[config.mk]
export PLATFORM = sky130hd
export DESIGN_NAME = video_line_steering_controller
export DESIGN_NICKNAME = d
export VERILOG_FILES = /design/src/vlsc_pkg.sv /design/src/vlsc_regs.sv /design/src/vlsc_ctrl.sv /design/src/vlsc_dp.sv /design/src/video_line_steering_controller.sv
export SDC_FILE = /design/constraint.sdc
export NUM_CORES = 1
export LEC_CHECK = 0
export BUFFER_PORTS_ARGS = -buffer_cell sky130_fd_sc_hd__buf_4
export CORE_MARGIN = 2
export CORE_UTILIZATION = 50
export CTS_BUF_LIST = sky130_fd_sc_hd__clkbuf_16
export CTS_CLUSTER_SIZE = 28
export DETAILED_ROUTE_END_ITERATION = 16
export GPL_ROUTABILITY_DRIVEN = 0
export GPL_TIMING_DRIVEN = 0
export PLACE_DENSITY_LB_ADDON = 0.25
export SLEW_MARGIN = 25
export SYNTH_ARGS = -nofsm -noshare
export SYNTH_HDL_FRONTEND = slang
export SYNTH_HIERARCHICAL = 1
export SYNTH_SLANG_ARGS = --single-unit
[constraint.sdc]
create_clock -name i_clk -period 16.8 [get_ports i_clk]
set_clock_uncertainty 0.2 [all_clocks]
set_input_delay 3.36 -clock i_clk [delete_from_list [all_inputs] [get_ports i_clk]]
set_output_delay 3.36 -clock i_clk [all_outputs]
set_load 0.005 [all_outputs]
[src/vlsc_pkg.sv]
package vlsc_pkg;

    localparam int FRAME_LINES_DEF = 240;
    localparam int ADDR_W          = 5;
    localparam int DATA_W          = 32;

    typedef enum logic [1:0] {
        OP_VSYNC   = 2'd0,
        OP_HSYNC   = 2'd1,
        OP_PORCH   = 2'd2,
        OP_CAPTURE = 2'd3
    } t_opcode;

    typedef enum logic [1:0] {
        PH_WAIT_VSYNC = 2'd0,
        PH_WAIT_FRAME = 2'd1,
        PH_IN_FRAME   = 2'd2
    } t_phase;

    // register indexes (byte address / 4)
    localparam logic [2:0] REG_ENABLE = 3'd0;
    localparam logic [2:0] REG_KP     = 3'd1;
    localparam logic [2:0] REG_CENTER = 3'd2;
    localparam logic [2:0] REG_TARGET = 3'd3;
    localparam logic [2:0] REG_LOI    = 3'd4;
    localparam logic [2:0] REG_WAIT   = 3'd5;

    localparam logic [15:0] KP_RESET     = 16'd9830;
    localparam logic [7:0]  CENTER_RESET = 8'd74;
    localparam logic [15:0] TARGET_RESET = 16'd65060;
    localparam logic [7:0]  LOI_RESET    = 8'd120;
    localparam logic [3:0]  WAIT_RESET   = 4'd9;

    localparam logic signed [15:0] LAST_DEG_RESET = 16'sd74;

    localparam logic [11:0] SERVO_MIN = 12'd1310;
    localparam logic [11:0] SERVO_MAX = 12'd2620;

    localparam logic signed [15:0] RIGHT_LIMIT = 16'sd150;
    localparam logic [16:0]        JUMP_LIMIT  = 17'd150;

    // saturation bounds of the signed q16.8 angle, held at 27 bits
    localparam logic signed [26:0] Q8_MAX = 27'sd8388607;
    localparam logic signed [26:0] Q8_MIN = -27'sd8388608;

    // a*1310/180 == a*131/18, the divide by 18 done as a reciprocal multiply
    localparam logic [15:0] SCALE_MUL   = 16'd131;
    localparam logic [14:0] RECIP_18    = 15'd29128;
    localparam int          RECIP_SHIFT = 19;

    typedef struct packed {
        logic        enable;
        logic [15:0] kp;
        logic [7:0]  center;
        logic [15:0] target;
        logic [7:0]  loi;
        logic [3:0]  wait_pulses;
    } t_cfg;

    typedef struct packed {
        logic accept;
        logic mul_en;
        logic sum_en;
        logic angle_en;
        logic scale_en;
        logic load_out;
    } t_dp_cmd;

    typedef struct packed {
        logic capture_go;
    } t_dp_sts;

endpackage

[src/vlsc_regs.sv]
module vlsc_regs (
    input  logic                           i_clk,
    input  logic                           i_rst_n,
    input  logic                           psel,
    input  logic                           penable,
    input  logic                           pwrite,
    input  logic [vlsc_pkg::ADDR_W-1:0]    paddr,
    input  logic [vlsc_pkg::DATA_W-1:0]    pwdata,
    output logic [vlsc_pkg::DATA_W-1:0]    prdata,
    output logic                           pready,
    output vlsc_pkg::t_cfg                 o_cfg
);
    import vlsc_pkg::*;

    t_cfg       r_cfg;
    logic       wr_en;
    logic [2:0] reg_idx;

    assign pready  = 1'b1;
    assign wr_en   = psel && penable && pwrite;
    assign reg_idx = paddr[ADDR_W-1:2];
    assign o_cfg   = r_cfg;

    always_ff @(posedge i_clk) begin
        if (!i_rst_n) begin
            r_cfg.enable      <= 1'b0;
            r_cfg.kp          <= KP_RESET;
            r_cfg.center      <= CENTER_RESET;
            r_cfg.target      <= TARGET_RESET;
            r_cfg.loi         <= LOI_RESET;
            r_cfg.wait_pulses <= WAIT_RESET;
        end else if (wr_en) begin
            unique case (reg_idx)
                REG_ENABLE: r_cfg.enable      <= pwdata[0];
                REG_KP:     r_cfg.kp          <= pwdata[15:0];
                REG_CENTER: r_cfg.center      <= pwdata[7:0];
                REG_TARGET: r_cfg.target      <= pwdata[15:0];
                REG_LOI:    r_cfg.loi         <= pwdata[7:0];
                REG_WAIT:   r_cfg.wait_pulses <= pwdata[3:0];
                default: ;
            endcase
        end
    end

    always_comb begin
        unique case (reg_idx)
            REG_ENABLE: prdata = {31'd0, r_cfg.enable};
            REG_KP:     prdata = {16'd0, r_cfg.kp};
            REG_CENTER: prdata = {24'd0, r_cfg.center};
            REG_TARGET: prdata = {16'd0, r_cfg.target};
            REG_LOI:    prdata = {24'd0, r_cfg.loi};
            REG_WAIT:   prdata = {28'd0, r_cfg.wait_pulses};
            default:    prdata = '0;
        endcase
    end

endmodule

[src/vlsc_ctrl.sv]
module vlsc_ctrl (
    input  logic              i_clk,
    input  logic              i_rst_n,
    input  logic              i_in_valid,
    input  logic              i_out_stall,
    input  vlsc_pkg::t_dp_sts i_sts,
    output logic              o_in_stall,
    output logic              o_out_valid,
    output vlsc_pkg::t_dp_cmd o_cmd
);
    import vlsc_pkg::*;

    typedef enum logic [2:0] {
        S_IDLE,
        S_MUL,
        S_SUM,
        S_ANGLE,
        S_SCALE,
        S_MAP
    } t_state;

    t_state r_state, n_state;
    logic   r_out_valid, n_out_valid;
    logic   out_free;
    logic   accept;

    assign out_free    = !r_out_valid || !i_out_stall;
    assign o_in_stall  = !((r_state == S_IDLE) && out_free);
    assign accept      = i_in_valid && !o_in_stall;
    assign o_out_valid = r_out_valid;

    always_comb begin
        o_cmd          = '0;
        o_cmd.accept   = accept;
        o_cmd.mul_en   = (r_state == S_MUL);
        o_cmd.sum_en   = (r_state == S_SUM);
        o_cmd.angle_en = (r_state == S_ANGLE);
        o_cmd.scale_en = (r_state == S_SCALE);
        o_cmd.load_out = (accept && !i_sts.capture_go) || ((r_state == S_MAP) && out_free);
    end

    always_comb begin
        n_state = r_state;
        unique case (r_state)
            S_IDLE:  if (accept && i_sts.capture_go) n_state = S_MUL;
            S_MUL:   n_state = S_SUM;
            S_SUM:   n_state = S_ANGLE;
            S_ANGLE: n_state = S_SCALE;
            S_SCALE: n_state = S_MAP;
            S_MAP:   if (out_free) n_state = S_IDLE;
            default: n_state = S_IDLE;
        endcase
        if (o_cmd.load_out) begin
            n_out_valid = 1'b1;
        end else if (!i_out_stall) begin
            n_out_valid = 1'b0;
        end else begin
            n_out_valid = r_out_valid;
        end
    end

    always_ff @(posedge i_clk) begin
        if (!i_rst_n) begin
            r_state     <= S_IDLE;
            r_out_valid <= 1'b0;
        end else begin
            r_state     <= n_state;
            r_out_valid <= n_out_valid;
        end
    end

endmodule

[src/vlsc_dp.sv]
module vlsc_dp #(
    parameter int FRAME_LINES = vlsc_pkg::FRAME_LINES_DEF
) (
    input  logic               i_clk,
    input  logic               i_rst_n,
    input  vlsc_pkg::t_cfg     i_cfg,
    input  vlsc_pkg::t_dp_cmd  i_cmd,
    output vlsc_pkg::t_dp_sts  o_sts,
    input  logic [1:0]         i_opcode,
    input  logic [15:0]        i_capture_count,
    output logic               o_timer_reset_pulse,
    output logic               o_servo_write,
    output logic [11:0]        o_servo_compare,
    output logic signed [15:0] o_commanded_angle,
    output logic               o_angle_rejected,
    output logic               o_steer_line,
    output logic [1:0]         o_video_phase,
    output logic [7:0]         o_current_line,
    output logic               o_line_seen_flag,
    output logic               o_parity
);
    import vlsc_pkg::*;

    localparam logic [7:0] LINE_LIMIT = 8'(FRAME_LINES);

    t_opcode op;

    // frame tracker
    t_phase             r_phase, n_phase;
    logic [3:0]         r_pulse, n_pulse;
    logic [7:0]         r_line, n_line;
    logic               r_nav, n_nav;
    logic               r_seen, n_seen;
    logic               r_parity, n_parity;
    logic               n_porch;
    logic [3:0]         pulse_inc;
    logic [7:0]         line_inc;
    logic signed [15:0] r_last_deg;

    // steering arithmetic
    logic signed [16:0] r_err;
    logic signed [33:0] r_prod;
    logic signed [33:0] prod_rnd;
    logic signed [25:0] term;
    logic signed [26:0] ang_full;
    logic signed [23:0] r_angle;
    logic signed [23:0] ang_rnd;
    logic signed [15:0] deg_new;
    logic signed [16:0] deg_diff;
    logic [16:0]        deg_abs;
    logic               rej;
    logic signed [15:0] r_cmd_deg;
    logic               r_rej;
    logic               r_lo, r_hi;
    logic [15:0]        r_x;
    logic [30:0]        map_prod;
    logic [11:0]        map_q;
    logic [11:0]        cmp;

    // result register
    logic               r_o_porch, r_o_wr, r_o_rej, r_o_nav, r_o_seen, r_o_parity;
    logic [11:0]        r_o_cmp;
    logic signed [15:0] r_o_angle;
    logic [1:0]         r_o_phase;
    logic [7:0]         r_o_line;

    assign op               = t_opcode'(i_opcode);
    assign o_sts.capture_go = (op == OP_CAPTURE) && i_cfg.enable && (r_line == i_cfg.loi);

    always_comb begin
        n_phase   = r_phase;
        n_pulse   = r_pulse;
        n_line    = r_line;
        n_nav     = r_nav;
        n_seen    = r_seen;
        n_parity  = r_parity;
        n_porch   = 1'b0;
        pulse_inc = r_pulse + 4'd1;
        line_inc  = r_line + 8'd1;
        if (i_cmd.accept) begin
            unique case (op)
                OP_VSYNC: begin
                    n_phase = PH_WAIT_FRAME;
                    n_pulse = 4'd0;
                end
                OP_HSYNC: begin
                    case (r_phase)
                        PH_WAIT_FRAME: begin
                            // a wait count of zero behaves as one
                            if (pulse_inc >= i_cfg.wait_pulses) begin
                                n_pulse = 4'd0;
                                n_phase = PH_IN_FRAME;
                            end else begin
                                n_pulse = pulse_inc;
                            end
                        end
                        PH_IN_FRAME: begin
                            n_nav = (line_inc == i_cfg.loi);
                            if (line_inc >= LINE_LIMIT) begin
                                n_line   = 8'd0;
                                n_seen   = 1'b0;
                                n_phase  = PH_WAIT_VSYNC;
                                n_parity = !r_parity;
                            end else begin
                                n_line = line_inc;
                            end
                        end
                        default: ;
                    endcase
                end
                OP_PORCH:   n_porch = (r_line == i_cfg.loi);
                OP_CAPTURE: ;
                default: ;
            endcase
        end
        if (i_cmd.angle_en) begin
            n_seen = 1'b1;
        end
    end

    // q.8 term truncated toward zero, then center added and saturated
    always_comb begin
        prod_rnd = r_prod + (r_prod[33] ? 34'sd255 : 34'sd0);
        term     = prod_rnd[33:8];
        ang_full = $signed({11'd0, i_cfg.center, 8'd0}) + 27'(term);
        ang_rnd  = r_angle + (r_angle[23] ? 24'sd255 : 24'sd0);
        deg_new  = ang_rnd[23:8];
        deg_diff = 17'(deg_new) - 17'(r_last_deg);
        deg_abs  = deg_diff[16] ? 17'(-deg_diff) : 17'(deg_diff);
        rej      = (deg_abs > JUMP_LIMIT);
        map_prod = 31'(r_x) * 31'(RECIP_18);
        map_q    = map_prod[RECIP_SHIFT+11:RECIP_SHIFT];
        if (r_lo) begin
            cmp = SERVO_MIN;
        end else if (r_hi) begin
            cmp = SERVO_MAX;
        end else begin
            cmp = map_q + SERVO_MIN;
        end
    end

    always_ff @(posedge i_clk) begin
        if (!i_rst_n) begin
            r_phase    <= PH_WAIT_VSYNC;
            r_pulse    <= 4'd0;
            r_line     <= 8'd0;
            r_nav      <= 1'b0;
            r_seen     <= 1'b0;
            r_parity   <= 1'b1;
            r_last_deg <= LAST_DEG_RESET;
        end else begin
            r_phase  <= n_phase;
            r_pulse  <= n_pulse;
            r_line   <= n_line;
            r_nav    <= n_nav;
            r_seen   <= n_seen;
            r_parity <= n_parity;
            if (i_cmd.angle_en) begin
                r_last_deg <= rej ? r_last_deg : deg_new;
            end
        end
    end

    always_ff @(posedge i_clk) begin
        if (i_cmd.accept) begin
            r_err <= $signed({1'b0, i_cfg.target}) - $signed({1'b0, i_capture_count});
        end
        if (i_cmd.mul_en) begin
            r_prod <= 34'($signed({1'b0, i_cfg.kp}) * r_err);
        end
        if (i_cmd.sum_en) begin
            if (ang_full > Q8_MAX) begin
                r_angle <= Q8_MAX[23:0];
            end else if (ang_full < Q8_MIN) begin
                r_angle <= Q8_MIN[23:0];
            end else begin
                r_angle <= ang_full[23:0];
            end
        end
        if (i_cmd.angle_en) begin
            r_cmd_deg <= rej ? r_last_deg : deg_new;
            r_rej     <= rej;
        end
        if (i_cmd.scale_en) begin
            r_lo <= r_cmd_deg[15];
            r_hi <= (r_cmd_deg > RIGHT_LIMIT);
            r_x  <= {8'd0, r_cmd_deg[7:0]} * SCALE_MUL;
        end
        if (i_cmd.load_out) begin
            if (i_cmd.accept) begin
                r_o_porch  <= n_porch;
                r_o_wr     <= 1'b0;
                r_o_cmp    <= 12'd0;
                r_o_angle  <= 16'sd0;
                r_o_rej    <= 1'b0;
                r_o_nav    <= n_nav;
                r_o_phase  <= n_phase;
                r_o_line   <= n_line;
                r_o_seen   <= n_seen;
                r_o_parity <= n_parity;
            end else begin
                r_o_porch  <= 1'b0;
                r_o_wr     <= 1'b1;
                r_o_cmp    <= cmp;
                r_o_angle  <= r_cmd_deg;
                r_o_rej    <= r_rej;
                r_o_nav    <= r_nav;
                r_o_phase  <= r_phase;
                r_o_line   <= r_line;
                r_o_seen   <= r_seen;
                r_o_parity <= r_parity;
            end
        end
    end

    assign o_timer_reset_pulse = r_o_porch;
    assign o_servo_write       = r_o_wr;
    assign o_servo_compare     = r_o_cmp;
    assign o_commanded_angle   = r_o_angle;
    assign o_angle_rejected    = r_o_rej;
    assign o_steer_line        = r_o_nav;
    assign o_video_phase       = r_o_phase;
    assign o_current_line      = r_o_line;
    assign o_line_seen_flag    = r_o_seen;
    assign o_parity            = r_o_parity;

endmodule

[src/video_line_steering_controller.sv]
// Video line steering controller. Each input transfer is one sync event
// (vsync, hsync, back porch, line capture) and yields exactly one result
// transfer carrying the tracker state after the event. A frame tracker
// (waiting vsync, counting wait_pulses hsyncs, in frame) plus a line counter
// flag the line of interest; a back porch on that line raises
// timer_reset_pulse. A capture on that line with steering enabled computes
// angle = center + kp*(target - count) in signed q16.8, keeps the previous
// angle when the whole-degree jump exceeds 150, and maps the angle to a servo
// compare value of 1310..2620. Timing: for vsync, hsync, back porch and captures
// that do not steer, the result is registered on the accepting edge. A
// steering capture holds off input while the controller walks the datapath
// through multiply, sum and saturate, jump test, scale and servo map; the
// result goes out from the servo map step when the output register is free.
// The output register lets a new event be taken in the cycle the previous
// result leaves. Registers on the APB port, byte addresses: 0x00
// enable_steering, 0x04 kp_gain (unsigned q0.16), 0x08 straight-ahead angle
// in degrees, 0x0c target_count, 0x10 steering line number, 0x14 wait_pulses.
// Write registers only while the block is idle.
module video_line_steering_controller #(
    parameter int FRAME_LINES = vlsc_pkg::FRAME_LINES_DEF
) (
    input  logic                        i_clk,
    input  logic                        i_rst_n,
    // apb configuration port
    input  logic                        psel,
    input  logic                        penable,
    input  logic                        pwrite,
    input  logic [vlsc_pkg::ADDR_W-1:0] paddr,
    input  logic [vlsc_pkg::DATA_W-1:0] pwdata,
    output logic [vlsc_pkg::DATA_W-1:0] prdata,
    output logic                        pready,
    // event input
    input  logic                        i_in_valid,
    output logic                        o_in_stall,
    input  logic [1:0]                  i_opcode,
    input  logic [15:0]                 i_capture_count,
    // result output
    output logic                        o_out_valid,
    input  logic                        i_out_stall,
    output logic                        o_timer_reset_pulse,
    output logic                        o_servo_write,
    output logic [11:0]                 o_servo_compare,
    output logic signed [15:0]          o_commanded_angle,
    output logic                        o_angle_rejected,
    output logic                        o_steer_line,
    output logic [1:0]                  o_video_phase,
    output logic [7:0]                  o_current_line,
    output logic                        o_line_seen_flag,
    output logic                        o_parity
);
    import vlsc_pkg::*;

    t_cfg    cfg;
    t_dp_cmd dp_cmd;
    t_dp_sts dp_sts;

    // configuration registers
    vlsc_regs u_regs (
        .i_clk   (i_clk),
        .i_rst_n (i_rst_n),
        .psel    (psel),
        .penable (penable),
        .pwrite  (pwrite),
        .paddr   (paddr),
        .pwdata  (pwdata),
        .prdata  (prdata),
        .pready  (pready),
        .o_cfg   (cfg)
    );

    // sequencer: accepts transfers and steps the steering stages
    vlsc_ctrl u_ctrl (
        .i_clk       (i_clk),
        .i_rst_n     (i_rst_n),
        .i_in_valid  (i_in_valid),
        .i_out_stall (i_out_stall),
        .i_sts       (dp_sts),
        .o_in_stall  (o_in_stall),
        .o_out_valid (o_out_valid),
        .o_cmd       (dp_cmd)
    );

    // frame tracker, steering arithmetic and result register
    vlsc_dp #(
        .FRAME_LINES (FRAME_LINES)
    ) u_dp (
        .i_clk               (i_clk),
        .i_rst_n             (i_rst_n),
        .i_cfg               (cfg),
        .i_cmd               (dp_cmd),
        .o_sts               (dp_sts),
        .i_opcode            (i_opcode),
        .i_capture_count     (i_capture_count),
        .o_timer_reset_pulse (o_timer_reset_pulse),
        .o_servo_write       (o_servo_write),
        .o_servo_compare     (o_servo_compare),
        .o_commanded_angle   (o_commanded_angle),
        .o_angle_rejected    (o_angle_rejected),
        .o_steer_line        (o_steer_line),
        .o_video_phase       (o_video_phase),
        .o_current_line      (o_current_line),
        .o_line_seen_flag    (o_line_seen_flag),
        .o_parity            (o_parity)
    );

endmodule

Word-level counts from Yosys, hierarchy flattened
Cells that the tools add are included. Widths: inputs -> output; s select.

Input port bits: 62. Register bits: 244. Output and inout bits: 79.

Mux-type cells: 43. Multipliers: 3. $add $sub $neg: 9. Reduce and logical (&&, ||, !) cells: 31. Equality and inequality tests: 21. Magnitude comparators: 6.

Operators by type and width (number): $pmux 16 s6 (1); $mux 8 (7); $add 34x9->34 (1); $mul 17x17->34 (1); $sub 16x16->17 (2); $mul 16x12->28 const B (1); $add 17x26->27 (1); $gt 27x24->1 const B (1); $lt 27x24->1 const B (1); $add 24x9->24 (1); $mux 24 (1); $mux 1 (18); $pmux 3 s6 (1); $gt 17x8->1 const B (1); $mux 17 (1); $neg 17->17 (1); $eq 8x8->1 (2); $gt 16x9->1 const B (1); $mul 8x8->16 const B (1); $mux 16 (1); $reduce_and 2->1 (8); $add 12x11->12 const B (1); $eq 3x2->1 const B (4); $eq 3x3->1 const B (4); other kinds (25) (51).

Logic depth before layout (Yosys ltp)
Gate-level depths: netlist of run 1.

Word-level depth: 8. Gate-level depth with buffers: 28. Mapped depth without buffers: 28.

Modules after synthesis
Netlist of run 1, hierarchy kept.

By module, submodules not included: vlsc_dp (area an instance 23538.8 um^2, instances 1, cells each 2446, seq. area each 5285.1 um^2); vlsc_regs (area an instance 2703.8 um^2, instances 1, cells each 298, seq. area each 1061.0 um^2); vlsc_ctrl (area an instance 266.5 um^2, instances 1, cells each 32, seq. area each 80.1 um^2).

Worst setup path after synthesis of run 1
Ideal clock, no wire load.

Kind: input-to-output. From: input port paddr[2] (netlist name). To: output port prdata[1] (netlist name). Cell stages on the path: 4. Buffers on the path: 1. Arrival: 4.198 ns. Path slack: 9.042 ns. Cells stage by stage: buf_2 > mux2_2 > a221oi_1 > nor2_1.

Longest elaborated chain between the ends: 2.

Ends and longest elaborated chain: start: declaration (RTL line video_line_steering_controller.sv:28) `input logic [vlsc_pkg::ADDR_W-1:0] paddr,`; $eq 3x3->1, or another cell as far along (RTL line vlsc_regs.sv:46) `unique case (reg_idx)`; $pmux 16 s6 (*) (RTL line vlsc_regs.sv:46); end: declaration (RTL line video_line_steering_controller.sv:30) `output logic [vlsc_pkg::DATA_W-1:0] prdata,`.

Mark *: on every way between the ends. The rest lies on a longest branch, timed or not.

Worst setup path in the final report of run 1
From: input port paddr[2] (netlist name). To: output port prdata[3] (netlist name).

The elaborated chain is that of the path after synthesis.

==> results.tsv, run 1 <==
metric	value	unit
status	complete, no violations	
FMAX	0.1222	GHz
post-synthesis sequential area ratio	24.24	%
Synth warnings	6	
hold_buf cts	0	
maximum fanout along the worst path	10	
library cells used by synthesis	99	
Die Area	54880	um2
worst-path cell chain	buf_4, buf_2, mux2_2, a221oi_1, nor2_1, buf_4	
initial DRC count	1143	
final core occ	55.80	%
Clock Path Buffers	3	
fillers	4572	
first-pass GRT wire length	102300	um
total clock sinks	244	
non-filler cells, final	3641	
Fin. Hold Viols	0	
All-Layer GR Usage	23.41	%
via/cell ratio	5.487	
vias in the first global route	20270	
Placed Cells	3588	
Final Cycle Share	48.70	%
CTS Buf Count	28	
Final setup violation count	0	
Post-Syn Instances	2776	
slowest CP cell	mux2_2	
Pins Over Slew Limit	0	
most common cell in the netlist	inv_1	
Synth-to-Final Area Change	10.40	%
Synth area leader	fa_1	
Clock Pin Slew Worst Setup and Hold Paths	0.06	ns
Mapped Area	26510	um2
initial core utilization	50.55	%
synthesized area per cell	9.549	um2
clock tree root driver cell	clkbuf_16	
drt drc	0	
# rows	84	
Worst setup EP type	output pin	
Worst EP required	13.24	ns
Peak supply drop	182.9	uV
Synth Flop Type	edfxtp_1	
dpl cell area	28260	um2
Worst EP arrival	4.62	ns
final net count	3553	
Overall Power	3.258	mW
drt pass-1 iters	6	
antenna viol nets, final	0	
delay of the slowest critical-path stage	0.37	ns
CORE AREA	52450	um2
FF+latch count, synth	244	
PwrDens	111.3	nW/um2
Synth top area share	19.63	%
synth cell count leaders	inv_1 (453), ha_1 (301), nand2_1 (292)	
largest net degree at the start of global routing	45	
Ports	141	
type of the worst setup path	input port to output pin	
Die Ht	234.3	um
via count	19980	
R2R Setup Slk	8.68	ns
CP Launch Type	input port	
Worst-Margin Slew	0.8477	ns
ys async rst share	0	%
Post-Route WL	63600	um
Post-CTS Setup Inserts	0	
CP most frequent cell	buf_4	
port bufs	104	
Die Wd	234.3	um
cts repair resizes	0	
CTS tree	built	
EDFF count, synth	154	
post-route cell area	29270	um2
Worst-Skew Late Latency	0.58	ns
fin crit period	8.181	ns
H-tree levels	1	
Routed WL per cell	17.47	um
Rel. slew slack	42.03	%
initial antenna violation count	0	
P_leak	13.52	nW
Hold/Removal Path Class	flip-flop to flip-flop	
RSZ-0062 raised after global routing	no	
total congestion overflow	0	
top cells by area, synth	fa_1 (20%), edfxtp_1 (17%), ha_1 (14%)	
Setup TNS	0	ns
hpwl dp	51990	um
max_cap viols	0	
layout cells sized above 1	8.977	%
## cells in the final DEF, fill, tap and decap left out, types with 12 or more instances in the layout
master     instances
mux2_2            14
o211ai_1          21
inv_1            454
dfxtp_1           90
a21o_1            34
o21ai_1           13
a211oi_1          19
nand2_1          292
and2_1           130
xnor2_1           92
nor3_1            42
nand3_1           42
ha_1             301
clkbuf_16         28
conb_1            17
nand2b_1          32
nor2_1           105
nor2b_1           49
mux2i_1           68
buf_2             13
clkbuf_1          62
o21ai_0           73
xor2_1            48
o21a_1            20
a31oi_1           19
and3_1            17
fa_1             260
nand4_1           12
a21oi_1           67
edfxtp_1         154
buf_4            130
## path summary, 6_finish.rpt
check | cells past startpoint | endpoint | startpoint
worst max-delay path | 6 | prdata[3] | paddr[2]
worst min-delay path | 2 | u_regs/o_cfg[12]$_SDFFE_PN0P_ | u_regs/o_cfg[12]$_SDFFE_PN0P_
worst max register to register | 23 | u_dp/r_prod[33]$_DFFE_PP_ | u_regs/o_cfg[44]$_SDFFE_PN0P_
worst min register to register | 2 | u_regs/o_cfg[12]$_SDFFE_PN0P_ | u_regs/o_cfg[12]$_SDFFE_PN0P_
## stage by stage
stage	hold WS (ns)	setup slack, ns
6_report	0.2740	8.619
5_1_grt	0.2903	8.272
4_1_cts	0.2743	8.626
3_5_place_dp	0.2634	8.624
3_3_place_gp	0.2563	8.655
2_1_floorplan	0.2422	9.042
## critical path: cells and delay by family
family                 cells  cell delay [ns]
muxes                      1             0.37
and+or+nand+nor            1             0.11
buffers and inverters      3             0.53
AOI/OAI and AO/OA          1             0.26
## state kept, by name, indices dropped and copies added, names as in the netlist, 12 cells and up
| signal | count |
|---|---|
| u_dp/o_commanded_angle | 16 |
| u_dp/r_angle | 24 |
| u_dp/r_last_deg | 16 |
| u_dp/r_err | 17 |
| u_dp/r_prod | 34 |
| u_dp/o_servo_compare | 12 |
| u_dp/r_x | 16 |
| u_regs/o_cfg | 53 |
| u_dp/r_cmd_deg | 16 |
## logic make-up after synthesis
group                    count (synthesis)  synth area share, %
adder cells (fa/ha/maj)                563                33.92
flip-flops                             244                24.24
AO/OA/AOI/OAI                          367                9.487
other                                    2              0.02833
multiplexers                            91                3.700
buffers and inverters                  557                8.420
AND/OR/NAND/NOR                        811                15.52
XOR/XNOR                               141                4.687
## cell type report
cell class | count | area [um2] | area share [%]
Tap cell | 688 | 860.8 | 2.941
Inverter | 453 | 1700 | 5.810
Sequential cell | 244 | 6426 | 21.96
Clock inverter | 24 | 304.0 | 1.039
Buffer | 104 | 531.8 | 1.817
Clock buffer | 28 | 700.7 | 2.394
Timing Repair Buffer | 109 | 818.3 | 2.796
Antenna cell | 1 | 2.502 | 0.008551
Multi-Input combinational cell | 1990 | 17920 | 61.24
## power by group
group	internal (mW)	switching, mW	total (mW)
combinational	0.805	1.03	1.83
sequential	0.748	0.0155	0.764
clock	0.398	0.266	0.664
total	1.95	1.31	3.26
## per-layer routing
metal	up-vias	GRT usage (%)	wire (um)	part of all wire (%)
met5	-	0	0	0
met4	0	9.968	2838	4.5
met3	123	2.335	3045	4.8
met2	564	40.58	31490	50
met1	9821	29.78	26230	41
li1	9469	-	-	-
Power figures use the tool's default switching activity.
==> inputs of run 2 (changes only) <==
==> constraint.sdc (replaced) <==
create_clock -name i_clk -period 7.65 [get_ports i_clk]
set_clock_uncertainty 0.2 [all_clocks]
set_input_delay 1.53 -clock i_clk [delete_from_list [all_inputs] [get_ports i_clk]]
set_output_delay 1.53 -clock i_clk [all_outputs]
set_load 0.005 [all_outputs]
==> run 2 against run 1 <==
Effect of this change: global-route usage about the same; final area up 0.58%; power up 120%; count of clock-buffer cells in the layout unchanged; flip-flop and latch count unchanged; worst setup slack worse by 8.3 ns; routed wire length up 0.12%; combinational power up 120%; final cell count up 0.22%; non-clock buffer count up 8; hold slack about the same; die area unchanged.
==> results.tsv, run 2 (synthesis results as in run 1) <==
metric	value	unit	change
Clock Pin Slew Worst Setup and Hold Paths	0.06	ns	about the same
Placed Cells	3588		unchanged
status	complete, no violations		unchanged
drt pass-1 iters	5		was 6
final net count	3561		was 3,553
Clock Path Buffers	3		unchanged
FMAX	0.1359	GHz	
max_cap viols	0		unchanged
initial core utilization	50.55	%	unchanged
hold worst-path end	u_regs/o_cfg[12]$_SDFFE_PN0P_		unchanged
via count	20010		was 19,980
Final setup violation count	0		unchanged
P_leak	13.65	nW	was 13.52 nW
first-pass GRT wire length	102300	um	about the same
Critical R2R Launch	u_dp/r_err[6]$_DFFE_PP_		was u_regs/o_cfg[44]$_SDFFE_PN0P_
largest net degree at the start of global routing	45		unchanged
FF-to-FF path depth	25		was 23
Reg power frac	23.2	%	was 23.4%
Worst EP arrival	7.48	ns	was 4.62 ns
commonest non-fill, non-tap cells in the layout	inv_1 (454), ha_1 (301), nand2_1 (292), fa_1 (260), edfxtp_1 (154)		unchanged
CORE AREA	52450	um2	unchanged
initial DRC count	1153		was 1,143
Die Ht	234.3	um	unchanged
# rows	84		unchanged
layout cells sized above 1	10.71	%	was 8.977%
Rel. slew slack	41.42	%	was 42.03%
total clock sinks	244		unchanged
Post-Route WL	63680	um	was 63,600 um
port bufs	104		unchanged
Peak supply drop	416.9	uV	was 182.9 uV
drt drc	0		unchanged
CP Launch Type	flip-flop		was input port
PwrDens	245.4	nW/um2	was 111.3 nW/um2
Ports	141		unchanged
Die Area	54880	um2	unchanged
Fin. Hold Viols	0		unchanged
hpwl dp	51990	um	unchanged
max FFs per register	53		unchanged
Worst-Margin Slew	0.8770	ns	was 0.8477 ns
Routed WL per cell	17.45	um	was 17.47 um
Die Wd	234.3	um	unchanged
Final Cycle Share	96.21	%	
hold depth	2		unchanged
Comb power frac	56.6	%	was 56.2%
All-Layer GR Usage	23.39	%	was 23.41%
type of the worst setup path	flip-flop to flip-flop		was input port to output pin
H-tree levels	1		unchanged
Hold/Removal Path Class	flip-flop to flip-flop		unchanged
Int Pwr	4.317	mW	was 1.951 mW
Worst EP required	7.76	ns	was 13.24 ns
Clock power frac	20.2	%	was 20.4%
total congestion overflow	0		unchanged
CTS tree	built		unchanged
Worst setup EP type	flip-flop		was output pin
R2R Path End	u_dp/r_prod[31]$_DFFE_PP_		was u_dp/r_prod[33]$_DFFE_PP_
min-delay src	u_regs/o_cfg[12]$_SDFFE_PN0P_		unchanged
sw frac	40.25	%	was 40.10%
Pins Over Slew Limit	0		unchanged
non-filler cells, final	3649		was 3,641
via/cell ratio	5.484		was 5.487
clock tree root driver cell	clkbuf_16		unchanged
vias in the first global route	20270		about the same
fillers	4555		was 4,572
CTS Buf Count	28		unchanged
Worst-Skew Late Latency	0.58	ns	about the same
maximum fanout along the worst path	10		unchanged
R2R Setup Slk	0.29	ns	was 8.68 ns
area occupied by multi-input gates	17950	um2	was 17,920 um2
FF+latch area	6449	um2	was 6426 um2
Overall Power	7.224	mW	was 3.258 mW
hold_buf cts	0		unchanged
Switch Pwr	2.907	mW	was 1.307 mW
Synth-to-Final Area Change	11.04	%	was 10.40%
antenna viol nets, final	0		unchanged
commonest non-fill, non-tap cell in the layout	inv_1		unchanged
fin crit period	7.360	ns	
initial antenna violation count	1		was 0
[run 2: per-stage QoR]
step | setup TNS, ns | instance area [um2] | hold WS, ns | utilization [%] | worst slack, ns
6_report | 0 | 29430 | 0.2741 | 56.12 | 0.2896
5_1_grt | -0.03052 | 29430 | 0.2903 | 56.12 | -0.03052
4_1_cts | 0 | 29290 | 0.2743 | 55.85 | 0.03602
3_5_place_dp | -1.087 | 28260 | 0.2634 | 53.88 | -0.4759
3_3_place_gp | -0.8621 | 28210 | 0.2563 | 53.78 | -0.4080
2_1_floorplan | 0 | 26570 | 0.2422 | - | 0.6232
[run 2: repair_timing]
action                     in CTS  in global routing
setup buffers                   0                  9
setup endpoints to repair       3                 15
pin swaps                       0                  1
gates resized for setup        22                 55
[run 2: power by group through the flow]
| stage | Clock [mW] | Sequential (mW) | Combinational, mW |
|---|---|---|---|
| 5_1_grt | 1.54 | 1.68 | 4.68 |
| 4_1_cts | 1.49 | 1.68 | 4.07 |
| 3_3_place_gp | 0 | 1.70 | 3.97 |
| 6_report | 1.46 | 1.67 | 4.09 |
| 2_1_floorplan | 0 | 1.69 | 3.17 |
| 3_5_place_dp | 0 | 1.70 | 4.02 |
[run 2: worst max path at each step]
stage | endpoint | cells past startpoint | slack, ns | startpoint
after floorplan | u_dp/r_prod[31]$_DFFE_PP_ | 25 | 0.62 | u_dp/r_err[7]$_DFFE_PP_
after global placement | u_dp/r_prod[33]$_DFFE_PP_ | 25 | -0.41 | u_regs/o_cfg[44]$_SDFFE_PN0P_
after global routing | u_dp/r_prod[33]$_DFFE_PP_ | 23 | -0.03 | u_dp/r_err[7]$_DFFE_PP_
final | u_dp/r_prod[31]$_DFFE_PP_ | 25 | 0.29 | u_dp/r_err[6]$_DFFE_PP_
after CTS | u_dp/r_prod[33]$_DFFE_PP_ | 23 | 0.04 | u_dp/r_err[7]$_DFFE_PP_
after detailed placement | u_dp/r_prod[33]$_DFFE_PP_ | 23 | -0.48 | u_regs/o_cfg[44]$_SDFFE_PN0P_
[run 2: per-layer routing]
layer  wire (um)  GRT usage (%)
met4        2819          9.751
met5          12              0
met1       26510          29.89
met2       31450          40.53
met3        2889          2.274
[run 2: layout make-up]
cell class / count / share of cell area (%)
Antenna cell: 1 / 0.008502
Buffer: 103 / 1.981
Clock buffer: 28 / 2.380
Clock inverter: 24 / 1.033
Inverter: 453 / 5.777
Multi-Input combinational cell: 1990 / 60.98
Sequential cell: 244 / 21.91
Tap cell: 688 / 2.925
Timing Repair Buffer: 118 / 3.010
[run 2: critical path, stage by stage, from the launching register on]
cell and delay [ns]:
edfxtp_1 0.51, clkbuf_4 0.31, nand2_1 0.10, fa_1 0.50, inv_1 0.06, fa_1 0.53, inv_1 0.05, fa_1 0.49
inv_1 0.05, fa_1 0.47, inv_1 0.06, fa_1 0.53, inv_1 0.05, fa_1 0.47, ha_1 0.38, a21o_1 0.20
a21o_1 0.16, a21o_1 0.18, a21o_1 0.18, a221oi_2 0.34, o21a_2 0.24, o211ai_1 0.16, a311oi_2 0.39, o21bai_1 0.11
a21o_1 0.20, xor2_1 0.16
==> inputs of run 3 (changes only) <==
==> constraint.sdc (replaced) <==
create_clock -name i_clk -period 6.3 [get_ports i_clk]
set_clock_uncertainty 0.2 [all_clocks]
set_input_delay 1.26 -clock i_clk [delete_from_list [all_inputs] [get_ports i_clk]]
set_output_delay 1.26 -clock i_clk [all_outputs]
set_load 0.005 [all_outputs]
==> run 3 against run 2 <==
Effect of this change: final cell count increased by 3.2%; non-clock buffer count increased by 118; largest power group unchanged; count of clock-buffer cells in the layout increased by 1; first-iteration DRC count increased by 12%; sequential share of layout area decreased by 1.2 points; the flow now finishes with violations (negative setup slack); via count increased by 3.6%; power increased by 40%.
==> results.tsv, run 3 (synthesis results as in run 1) <==
metric	value	unit	change
failing checks	negative setup slack		
global route hottest layer	met2		unchanged
initial DRC count	1297		was 1,153
hold_buf cts	0		unchanged
type of the worst setup path	flip-flop to flip-flop		unchanged
commonest non-fill, non-tap cells in the layout	inv_1 (440), ha_1 (282), nand2_1 (279), fa_1 (256), buf_4 (250)		was inv_1 (454), ha_1 (301), nand2_1 (292), fa_1 (260), edfxtp_1 (154)
H-tree levels	1		unchanged
family with the most delay on the worst path	adder cells		unchanged
status	finished with violations		was complete, no violations
CP most frequent cell	fa_1		unchanged
via count	20730		was 20,010
non-filler cells, final	3764		was 3,649
initial core utilization	50.55	%	unchanged
via/cell ratio	5.509		was 5.484
commonest non-fill, non-tap cell in the layout	inv_1		unchanged
Worst-Margin Slew	0.8952	ns	was 0.8770 ns
Setup TNS	-1.598	ns	was 0 ns
All-Layer GR Usage	24.88	%	was 23.39%
port bufs	104		unchanged
Critical R2R Launch	u_dp/r_err[7]$_DFFE_PP_		was u_dp/r_err[6]$_DFFE_PP_
Die Wd	234.3	um	unchanged
Post-Route WL	68030	um	was 63,680 um
Final setup violation count	8		was 0
total clock sinks	244		unchanged
max_cap viols	0		unchanged
ANT cells	0		was 1
Placed Cells	3588		unchanged
crit path buf inv count	8		was 6
final core occ	59.67	%	was 56.12%
PwrDens	323.8	nW/um2	was 245.4 nW/um2
slowest CP cell	fa_1		unchanged
met3 Usage GRT	3.101	%	was 2.274%
drt drc	0		unchanged
Die Ht	234.3	um	unchanged
Fin. Hold Viols	0		unchanged
crit path to	u_dp/r_prod[33]$_DFFE_PP_		was u_dp/r_prod[31]$_DFFE_PP_
Clock Pin Slew Worst Setup and Hold Paths	0.07	ns	was 0.06 ns
P_leak	14.49	nW	was 13.65 nW
delay of the slowest critical-path stage	0.53	ns	about the same
FF-to-FF path depth	27		was 25
Rel. slew slack	39.86	%	was 41.42%
CORE AREA	52450	um2	unchanged
Clock Path Buffers	3		unchanged
CP startpoint	u_dp/r_err[7]$_DFFE_PP_		was u_dp/r_err[6]$_DFFE_PP_
R2R Setup Slk	-0.35	ns	was 0.29 ns
Worst EP required	6.40	ns	was 7.76 ns
max FFs per register	53		unchanged
initial antenna violation count	0		was 1
fin worst setup slack	-0.3467	ns	was 0.2896 ns
met2 usage	43.85	%	was 40.53%
R2R Path End	u_dp/r_prod[33]$_DFFE_PP_		was u_dp/r_prod[31]$_DFFE_PP_
final net count	3678		was 3,561
fin crit period	6.647	ns	was 7.360 ns
clock tree root driver cell	clkbuf_16		unchanged
Die Area	54880	um2	unchanged
FMAX	0.1505	GHz	was 0.1359 GHz
layout cells sized above 1	17.98	%	was 10.71%
min-delay src	u_dp/r_last_deg[13]$_SDFFE_PN0P_		was u_regs/o_cfg[12]$_SDFFE_PN0P_
drt pass-1 iters	6		was 5
maximum fanout along the worst path	3		was 10
Routed WL per cell	18.07	um	was 17.45 um
Worst EP arrival	6.75	ns	was 7.48 ns
CTS tree	built		unchanged
Ports	141		unchanged
vias in the first global route	20970		was 20,270
largest net degree at the start of global routing	45		unchanged
Pins Over Slew Limit	0		unchanged
CP Depth	27		was 25
routing usage on met1	30.97	%	was 29.89%
CP Launch Type	flip-flop		unchanged
fillers	4374		was 4,555
antenna viol nets, final	0		unchanged
Final Cycle Share	105.5	%	was 96.21%
Synth-to-Final Area Change	18.05	%	was 11.04%
CTS Buf Count	27		was 28
total congestion overflow	0		unchanged
first-pass GRT wire length	107900	um	was 102,300 um
Worst setup EP type	flip-flop		unchanged
Peak supply drop	744.8	uV	was 416.9 uV
hpwl dp	52390	um	was 51,990 um
RSZ-0062 raised after global routing	yes		
Worst-Skew Late Latency	0.57	ns	was 0.58 ns
# rows	84		unchanged
Hold/Removal Path Class	flip-flop to flip-flop		unchanged
hold slack final	0.2753	ns	was 0.2741 ns
## run 3: cell types whose count changed in the layout (fill, tap and decap cells not counted), moves of 9 or more
cell and delta:
buf_4 +111, ha_1 -19, inv_2 +17, ha_4 +14, inv_1 -14, nand2_1 -13, a21oi_1 -12, clkbuf_2 -12
clkbuf_8 +12, dfxtp_4 +11, xnor2_1 -11, a21oi_2 +10, xnor2_2 +10, nand2_2 +9
## run 3: area by class of cell
| class | count | area (um2) | share of cell area (%) |
|---|---|---|---|
| well taps | 688 | 860.8 | 2.751 |
| repair buffers | 236 | 1836 | 5.865 |
| inverters | 453 | 1700 | 5.434 |
| plain buffers | 103 | 834.6 | 2.667 |
| clock inverters | 21 | 195.2 | 0.6237 |
| multi-input cells | 1990 | 18660 | 59.63 |
| flip-flops and latches | 244 | 6481 | 20.71 |
| clock buffers | 29 | 725.7 | 2.319 |
## run 3: how the worst min path moves through the flow
stage | endpoint | slack, ns | depth (start not counted)
5_1_grt | u_dp/r_last_deg[8]$_SDFFE_PN0P_ | 0.30 | 2
3_5_place_dp | u_dp/r_last_deg[5]$_SDFFE_PN0P_ | 0.27 | 2
6_report | u_dp/r_last_deg[13]$_SDFFE_PN0P_ | 0.28 | 2
4_1_cts | u_dp/r_last_deg[13]$_SDFFE_PN0P_ | 0.28 | 2
2_1_floorplan | u_dp/r_lo$_DFFE_PP_ | 0.24 | 0
3_3_place_gp | u_dp/r_last_deg[14]$_SDFFE_PN0P_ | 0.26 | 2
## run 3: where the power goes
| part | switching [mW] | total (mW) | internal (mW) |
|---|---|---|---|
| clock network | 0.676 | 1.63 | 0.958 |
| logic | 3.42 | 6.49 | 3.07 |
| registers | 0.0228 | 2.01 | 1.99 |
## run 3: what timing repair did
action                                  in CTS  in global routing
pin swaps                                   67                 96
hold endpoints to repair                     0                  0
setup buffers                               97                 42
resized for setup                          124                 97
endpoints found under the setup margin      76                 68
## run 3: worst reg2reg max path: stages, from the launching register on
cell	delay, ns
edfxtp_1	0.38
clkbuf_8	0.16
buf_12	0.11
nand2_4	0.04
fa_1	0.53
inv_1	0.05
fa_1	0.47
inv_1	0.05
fa_1	0.47
inv_1	0.05
fa_1	0.48
inv_1	0.05
fa_1	0.47
inv_1	0.05
fa_1	0.53
ha_4	0.22
a21o_1	0.14
a21o_1	0.17
a21o_1	0.16
a21o_1	0.18
a221oi_4	0.30
o21a_1	0.18
o211ai_1	0.14
a311oi_2	0.34
buf_4	0.18
o21ai_2	0.06
a21oi_2	0.14
xnor2_1	0.09
## run 3: routing by layer
metal,vias to the layer above,part of all wire (%)
met3,139,5.6
met2,619,50
met1,10250,40
li1,9731,-
met4,0,4.3
met5,-,0
## run 3: through the flow
step / power, mW / cell area [um2] / worst slack [ns]
detailed placement: 7.175 / 28500 / -1.154
global placement: 7.098 / 28450 / -1.091
finish: 10.13 / 31290 / -0.3467
CTS: 9.831 / 30670 / -0.3709
global route: 11.03 / 31290 / -0.5666
floorplan: 6.057 / 26800 / -0.1464
